### src/design/c8sfd_pkg.sv
// ----------------------------------------------------------------------------
// c8sfd_pkg: shared types and functions for the CRC-8 frame deframer
// Holds the frame phase encoding, the result record and the CRC-8 byte fold.
// ----------------------------------------------------------------------------
package c8sfd_pkg;

  localparam logic [7:0] CRC_POLY = 8'h07;
  localparam logic [7:0] CRC_INIT = 8'h00;

  typedef enum logic [2:0] {
    PH_HUNT    = 3'd0,
    PH_LEN     = 3'd1,
    PH_TYPE    = 3'd2,
    PH_PAYLOAD = 3'd3,
    PH_CRC     = 3'd4
  } phase_t;

  typedef enum logic {
    KIND_PAYLOAD = 1'b0,
    KIND_END     = 1'b1
  } kind_t;

  typedef struct packed {
    kind_t      result_kind;
    logic [7:0] frame_type;
    logic [7:0] frame_length;
    logic [7:0] payload_byte;
    logic [7:0] byte_index;
    logic       crc_ok;
    logic [7:0] computed_crc;
  } result_t;

  // Fold one byte into the CRC, MSB first, no reflection.
  function automatic logic [7:0] crc_fold(input logic [7:0] crc, input logic [7:0] b);
    logic [7:0] c;
    c = crc ^ b;
    for (int k = 0; k < 8; k++) begin
      if (c[7]) begin
        c = {c[6:0], 1'b0} ^ CRC_POLY;
      end else begin
        c = {c[6:0], 1'b0};
      end
    end
    return c;
  endfunction

endpackage

### src/design/c8sfd_in_reg.sv
// ----------------------------------------------------------------------------
// c8sfd_in_reg: input register for received bytes
// Captures one byte per transfer and holds it until the frame logic takes it.
// ----------------------------------------------------------------------------
module c8sfd_in_reg (
  input  logic       clk,
  input  logic       rst,
  input  logic       in_valid,
  output logic       in_stall,
  input  logic [7:0] rx_byte,
  input  logic       take,
  output logic       held_valid,
  output logic [7:0] held_byte
);

  logic accept;

  assign in_stall = held_valid && !take;
  assign accept   = in_valid && !in_stall;

  always_ff @(posedge clk) begin
    if (rst) begin
      held_valid <= 1'b0;
    end else if (accept) begin
      held_valid <= 1'b1;
    end else if (take) begin
      held_valid <= 1'b0;
    end
  end

  always_ff @(posedge clk) begin
    if (accept) begin
      held_byte <= rx_byte;
    end
  end

endmodule

### src/design/c8sfd_core.sv
// ----------------------------------------------------------------------------
// c8sfd_core: frame phase tracking and CRC-8 accumulation
// Steps the frame state by one byte and forms the result for payload and CRC bytes.
// ----------------------------------------------------------------------------
module c8sfd_core (
  input  logic               clk,
  input  logic               rst,
  input  logic [7:0]         start_byte,
  input  logic               held_valid,
  input  logic [7:0]         held_byte,
  input  logic               out_free,
  output logic               take,
  output logic               res_valid,
  output c8sfd_pkg::result_t res
);

  c8sfd_pkg::phase_t phase, phase_next;
  logic [7:0] announced_length, announced_length_next;
  logic [7:0] current_type, current_type_next;
  logic [7:0] bytes_seen, bytes_seen_next;
  logic [7:0] running_crc, running_crc_next;
  logic [7:0] crc_base;
  logic [7:0] crc_folded;
  logic [7:0] seen_inc;
  logic       produces;

  assign crc_base   = (phase == c8sfd_pkg::PH_LEN) ? c8sfd_pkg::CRC_INIT : running_crc;
  assign crc_folded = c8sfd_pkg::crc_fold(crc_base, held_byte);
  assign seen_inc   = bytes_seen + 8'd1;

  assign produces  = (phase == c8sfd_pkg::PH_PAYLOAD) || (phase == c8sfd_pkg::PH_CRC);
  // Hold a result-producing byte while the result register is full and stalled.
  assign take      = held_valid && (!produces || out_free);
  assign res_valid = take && produces;

  always_comb begin
    phase_next            = phase;
    announced_length_next = announced_length;
    current_type_next     = current_type;
    bytes_seen_next       = bytes_seen;
    running_crc_next      = running_crc;
    res.result_kind       = c8sfd_pkg::KIND_PAYLOAD;
    res.frame_type        = current_type;
    res.frame_length      = announced_length;
    res.payload_byte      = held_byte;
    res.byte_index        = bytes_seen;
    res.crc_ok            = 1'b0;
    res.computed_crc      = crc_folded;
    case (phase)
      c8sfd_pkg::PH_LEN: begin
        announced_length_next = held_byte;
        running_crc_next      = crc_folded;
        phase_next            = c8sfd_pkg::PH_TYPE;
      end
      c8sfd_pkg::PH_TYPE: begin
        current_type_next = held_byte;
        running_crc_next  = crc_folded;
        bytes_seen_next   = 8'd0;
        phase_next        = (announced_length == 8'd0) ? c8sfd_pkg::PH_CRC
                                                       : c8sfd_pkg::PH_PAYLOAD;
      end
      c8sfd_pkg::PH_PAYLOAD: begin
        running_crc_next = crc_folded;
        bytes_seen_next  = seen_inc;
        if (seen_inc == announced_length) begin
          phase_next = c8sfd_pkg::PH_CRC;
        end
      end
      c8sfd_pkg::PH_CRC: begin
        res.result_kind  = c8sfd_pkg::KIND_END;
        res.payload_byte = 8'd0;
        res.byte_index   = 8'd0;
        res.crc_ok       = (held_byte == running_crc);
        res.computed_crc = running_crc;
        phase_next       = c8sfd_pkg::PH_HUNT;
      end
      default: begin
        phase_next = (held_byte == start_byte) ? c8sfd_pkg::PH_LEN : c8sfd_pkg::PH_HUNT;
      end
    endcase
  end

  always_ff @(posedge clk) begin
    if (rst) begin
      phase            <= c8sfd_pkg::PH_HUNT;
      announced_length <= 8'd0;
      current_type     <= 8'd0;
      bytes_seen       <= 8'd0;
      running_crc      <= c8sfd_pkg::CRC_INIT;
    end else if (take) begin
      phase            <= phase_next;
      announced_length <= announced_length_next;
      current_type     <= current_type_next;
      bytes_seen       <= bytes_seen_next;
      running_crc      <= running_crc_next;
    end
  end

endmodule

### src/design/c8sfd_out_reg.sv
// ----------------------------------------------------------------------------
// c8sfd_out_reg: result register
// Holds one result until the receiver takes it; refills in the same cycle.
// ----------------------------------------------------------------------------
module c8sfd_out_reg (
  input  logic               clk,
  input  logic               rst,
  input  logic               res_valid,
  input  c8sfd_pkg::result_t res,
  output logic               out_free,
  output logic               out_valid,
  input  logic               out_stall,
  output c8sfd_pkg::result_t out_res
);

  assign out_free = !out_valid || !out_stall;

  always_ff @(posedge clk) begin
    if (rst) begin
      out_valid <= 1'b0;
    end else if (res_valid) begin
      out_valid <= 1'b1;
    end else if (!out_stall) begin
      out_valid <= 1'b0;
    end
  end

  always_ff @(posedge clk) begin
    if (res_valid) begin
      out_res <= res;
    end
  end

endmodule

### src/design/crc8_serial_frame_deframer.sv
// ----------------------------------------------------------------------------
// crc8_serial_frame_deframer: CRC-8 length-prefixed frame deframer
// Hunts for the start byte, then parses length, type, payload and CRC bytes.
// ----------------------------------------------------------------------------
// Input channel: one received byte per transfer on rx_byte (in_valid/in_stall).
// Output channel: one result per transfer (out_valid/out_stall): a payload
// result for every payload byte, and an end result with crc_ok for the CRC
// byte. Start, length and type bytes produce no result.
// Configuration: cfg_wr_en writes cfg_wr_data into the start byte register;
// write it only while no frame is in flight.
// Path: a received byte is captured in the input register; its result is then
// registered in the result register, visible on the outputs from then on.
// Throughput: one byte per cycle unless a result is held; the input register
// and the result register let a new byte enter while the last result waits.
// Reset: returns to hunting, clears the frame state and sets the start byte to
// 0xAA; both channels come out of reset empty.
// Stall: a held result blocks only the next payload or CRC byte; that byte
// then waits in the input register and in_stall rises until the result moves.
// ----------------------------------------------------------------------------
module crc8_serial_frame_deframer (
  input  logic       clk,
  input  logic       rst,
  input  logic       cfg_wr_en,
  input  logic [7:0] cfg_wr_data,
  input  logic       in_valid,
  output logic       in_stall,
  input  logic [7:0] rx_byte,
  output logic       out_valid,
  input  logic       out_stall,
  output logic       result_kind,
  output logic [7:0] frame_type,
  output logic [7:0] frame_length,
  output logic [7:0] payload_byte,
  output logic [7:0] byte_index,
  output logic       crc_ok,
  output logic [7:0] computed_crc
);

  logic               [7:0] start_byte;
  logic               take;
  logic               held_valid;
  logic               [7:0] held_byte;
  logic               out_free;
  logic               res_valid;
  c8sfd_pkg::result_t res;
  c8sfd_pkg::result_t out_res;

  always_ff @(posedge clk) begin
    if (rst) begin
      start_byte <= 8'hAA;
    end else if (cfg_wr_en) begin
      start_byte <= cfg_wr_data;
    end
  end

  c8sfd_in_reg u_in_reg (
    .clk        (clk),
    .rst        (rst),
    .in_valid   (in_valid),
    .in_stall   (in_stall),
    .rx_byte    (rx_byte),
    .take       (take),
    .held_valid (held_valid),
    .held_byte  (held_byte)
  );

  c8sfd_core u_core (
    .clk        (clk),
    .rst        (rst),
    .start_byte (start_byte),
    .held_valid (held_valid),
    .held_byte  (held_byte),
    .out_free   (out_free),
    .take       (take),
    .res_valid  (res_valid),
    .res        (res)
  );

  c8sfd_out_reg u_out_reg (
    .clk       (clk),
    .rst       (rst),
    .res_valid (res_valid),
    .res       (res),
    .out_free  (out_free),
    .out_valid (out_valid),
    .out_stall (out_stall),
    .out_res   (out_res)
  );

  assign result_kind  = out_res.result_kind;
  assign frame_type   = out_res.frame_type;
  assign frame_length = out_res.frame_length;
  assign payload_byte = out_res.payload_byte;
  assign byte_index   = out_res.byte_index;
  assign crc_ok       = out_res.crc_ok;
  assign computed_crc = out_res.computed_crc;

endmodule

### config.mk
export PLATFORM = sky130hd
export DESIGN_NAME = crc8_serial_frame_deframer
export DESIGN_NICKNAME = d
export VERILOG_FILES = /design/src/design/c8sfd_pkg.sv /design/src/design/c8sfd_in_reg.sv /design/src/design/c8sfd_core.sv /design/src/design/c8sfd_out_reg.sv /design/src/design/crc8_serial_frame_deframer.sv
export SDC_FILE = /design/constraint.sdc
export NUM_CORES = 1
export LEC_CHECK = 0
export ABC_CLOCK_PERIOD_IN_PS = 8750
export BUFFER_PORTS_ARGS = -buffer_cell sky130_fd_sc_hd__buf_2
export CORE_ASPECT_RATIO = 0.6
export CORE_MARGIN = 3
export CORE_UTILIZATION = 43
export CTS_BUF_LIST = sky130_fd_sc_hd__clkbuf_4 sky130_fd_sc_hd__clkbuf_8 sky130_fd_sc_hd__clkbuf_16
export DETAILED_ROUTE_END_ITERATION = 7
export PLACE_DENSITY = 0.65
export SLEW_MARGIN = 0
export SYNTH_ARGS = -nofsm -noshare
export SYNTH_HDL_FRONTEND = slang
export SYNTH_SLANG_ARGS = --single-unit
export TNS_END_PERCENT = 10
### constraint.sdc
create_clock -name clk -period 8.75 [get_ports clk]
set_input_delay 1.75 -clock clk [delete_from_list [all_inputs] [get_ports clk]]
set_output_delay 1.75 -clock clk [all_outputs]
set_load 0.01 [all_outputs]
==> flow_summary.toml <==
[route]
drc_errors = 0
initialDrtViolationCount = 244
vias_per_cell = 5.29
ant_nets = 0
drtPass1Iterations = 5
wl_per_cell_um = 16.4
wl_mm = 10.1
vias = 3241

[cells_and_area]
multi_input_area_um2 = 1890
fin_cells = 613
final_layout_size_suffix_gt1_frac = 0.180
seq_area_um2 = 2400
postLayoutCoreUtil = 0.514
nets = 495
area_growth_pct = 14.9
num_antenna_cells = 0
n_fill_cell = 926

[synthesis]
synth_flop_cell = "edfxtp_1"
postSynthCellCount = 427
synth.distinct_cells = 56
yosysTopAreaCell = "edfxtp_1"
ys_warn_count = 0
netlist_top_cells_count = "51 x nand2_1, 50 x edfxtp_1, 45 x dfxtp_1"
yosysMostFrequentCell = "nand2_1"
yosysSeqAreaShare = 0.536
synth_top_cell_area_share = 0.335
synth_edf_count = 50
async_flop_share = 0
syn_avg_cell_area_um2 = 10.5
mappedNetlistNets = 449
ys_ff_latch = 95
synth.area.top_cells = "edfxtp_1 34%, dfxtp_1 20%, xnor2_1 6.3%"
synthesis.area_um2 = 4480

[clock_network]
cts_sinks = 95
ctsResizeCount = 0
cts-root-buf = "clkbuf_16"
cts_tree = "yes"
cts_max_path_buffers = 2
post_cts_buffers = 0
path_clk_slew_ns = 0.06
postCtsHoldBufs = 0
numCtsBuffers = 9
htreeDepth = 3
clk_latency_ns = 0.35

[power]
power_density_nw_per_um2 = 203
p_leak_uw = 0.00194
power_uw = 1050
max-vdd-ir-drop_uv = 116

[setup_path]
cpPeakStageDelay_ns = 0.27
rr_worst_depth = 6
cp_max_fo = 6
path_class = "primary input to output pin"
cp_cell_sequence = "buf_2 > nand2_1 > nor2_1 > buf_2"
reg2reg_to = "u_out_reg.out_res[2]"
cp_slowest_cell = "nor2_1"
r2r-start = "u_core.phase[0]"
required_ns = 7.00
startpoint_type = "primary input"
r2r_slack_ns = 5.47
crit_top_cell = "buf_2"
endpoint_kind = "output pin"
cp.arrival_ns = 2.46

[floorplanning]
core_area_um2 = 10000
die_width_um = 138
std_cell_rows = 28
start_util = 0.447
die_area_um2 = 11700
fp.dieH_um = 85.1
io_pins = 65

[timing]
final-setup-viol-count = 0
tns_ns = 0
skew_ns = 0.00907
rsz0062_at_grt = "false"
final.min_clock_period_ns = 4.21
finalMaxSlewViolations = 0
worstMarginPinSlew_ns = 1.17
fmax_ghz = 0.238
finalHoldViolations = 0
timing.final.crit_share = 0.481
slew_headroom = 0.219

[hold_path]
hold_class = "register to register"
hp-start = "u_core.current_type[3]"
hold_path_end = "u_out_reg.out_res[36]"
holdPathStages = 0

[flow_run]
maxCapViolCount = 0

[place]
gp_congestion = 0.909
dpl.hpwl_mm = 7.02
io_buffers = 64
dp.cells = 597

[global_route]
antenna_found_initial = 0
overflow = 0
track_usage = 0.181
grt_first_pass_wirelength_mm = 16.1
first_global_vias = 2995
grt_max_degree = 43

[outcome]
outcome = "complete, no violations"
==> stage by stage <==
stage               setup slack [ns]  hold WS [ns]  instance area, um^2
finish                          4.54         0.434                 5150
global route                    4.38         0.454                 5150
CTS                             4.56         0.439                 5150
detailed placement              4.56         0.424                 4830
global placement                4.56         0.418                 4830
floorplan                       4.51         0.408                 4480
==> how the worst max path moves through the flow <==
stage / startpoint / slack (ns) / to / cells after the start
finish: out_stall / 4.54 / in_stall / 4
global route: u_core.phase[0] / 4.38 / in_stall / 6
CTS: out_stall / 4.56 / in_stall / 4
detailed placement: out_stall / 4.56 / in_stall / 4
global placement: out_stall / 4.56 / in_stall / 4
floorplan: out_stall / 4.51 / u_out_reg.out_res[0] / 3
==> layer usage <==
| metal | part of all wire | track usage | up-vias |
|---|---|---|---|
| li1 | - | - | 1597 |
| met1 | 0.51 | 0.288 | 1508 |
| met2 | 0.39 | 0.239 | 125 |
| met3 | 0.083 | 0.0480 | 11 |
| met4 | 0.012 | 0.0493 | 0 |
| met5 | 0 | 0 | - |
==> report_power, final <==
part | total (uW) | switching, uW | internal, uW
Clock | 417 | 164 | 253
Sequential | 507 | 23.1 | 484
Combinational | 123 | 66.6 | 56.3
Total | 1050 | 253 | 793
==> area by class of cell <==
cell class | instances | share of cell area
sequential | 95 | 0.467
inverter | 6 | 0.00437
timing repair buffer | 67 | 0.0666
multi-input combinational | 294 | 0.368
clock inverter | 6 | 0.0168
clock buffer | 10 | 0.0452
tap | 135 | 0.0328
==> sequential cells by signal, summed over array words and instances (netlist names) <==
| signal | count |
|---|---|
| u_out_reg.out_res | 42 |
| u_in_reg.held_byte | 8 |
| u_core.bytes_seen | 8 |
| start_byte | 8 |
| u_core.current_type | 8 |
| u_core.announced_length | 8 |
| u_in_reg.held_valid | 1 |
| u_core.phase | 3 |
| u_out_reg.out_valid | 1 |
| u_core.running_crc | 8 |
==> critical path: cells and delay by family <==
| kind | cells | cell delay [ns] |
|---|---|---|
| simple gates | 2 | 0.42 |
| buf+inv | 2 | 0.29 |
==> cells in the final DEF (no fill, tap or decap), drive strengths merged, types with 2 or more instances in the layout <==
cell,Yosys,layout
nand4,2,2
o21ai,14,14
clkbuf,20,10
clkinv,0,4
buf,12,67
or4,2,2
xor2,25,25
dfxtp,45,45
a31oi,2,2
nor3,8,8
o31ai,3,3
xnor3,2,2
mux2i,9,9
nor4,4,4
and3b,2,2
nand3,12,12
and3,2,2
inv,6,6
o2111ai,2,2
or3,3,3
nand3b,2,2
xnor2,32,32
nor2b,19,19
a21o,2,2
edfxtp,50,50
nor4bb,2,2
bufinv,0,2
nor2,33,33
a211oi,6,6
nor3b,4,4
a311o,2,2
o211ai,2,2
nand2,51,51
a21oi,30,30
==> cells by family after synthesis <==
family                   Yosys count  share of synthesized area
AND/OR/NAND/NOR                  150                      0.165
flip-flops                        95                      0.536
AO/OA/AOI/OAI                     74                      0.106
XOR/XNOR                          60                      0.127
buffers and inverters             38                     0.0433
multiplexers                       9                     0.0201
adder cells (fa/ha/maj)            1                    0.00279
No activity file was read; power rests on OpenSTA's default activity.
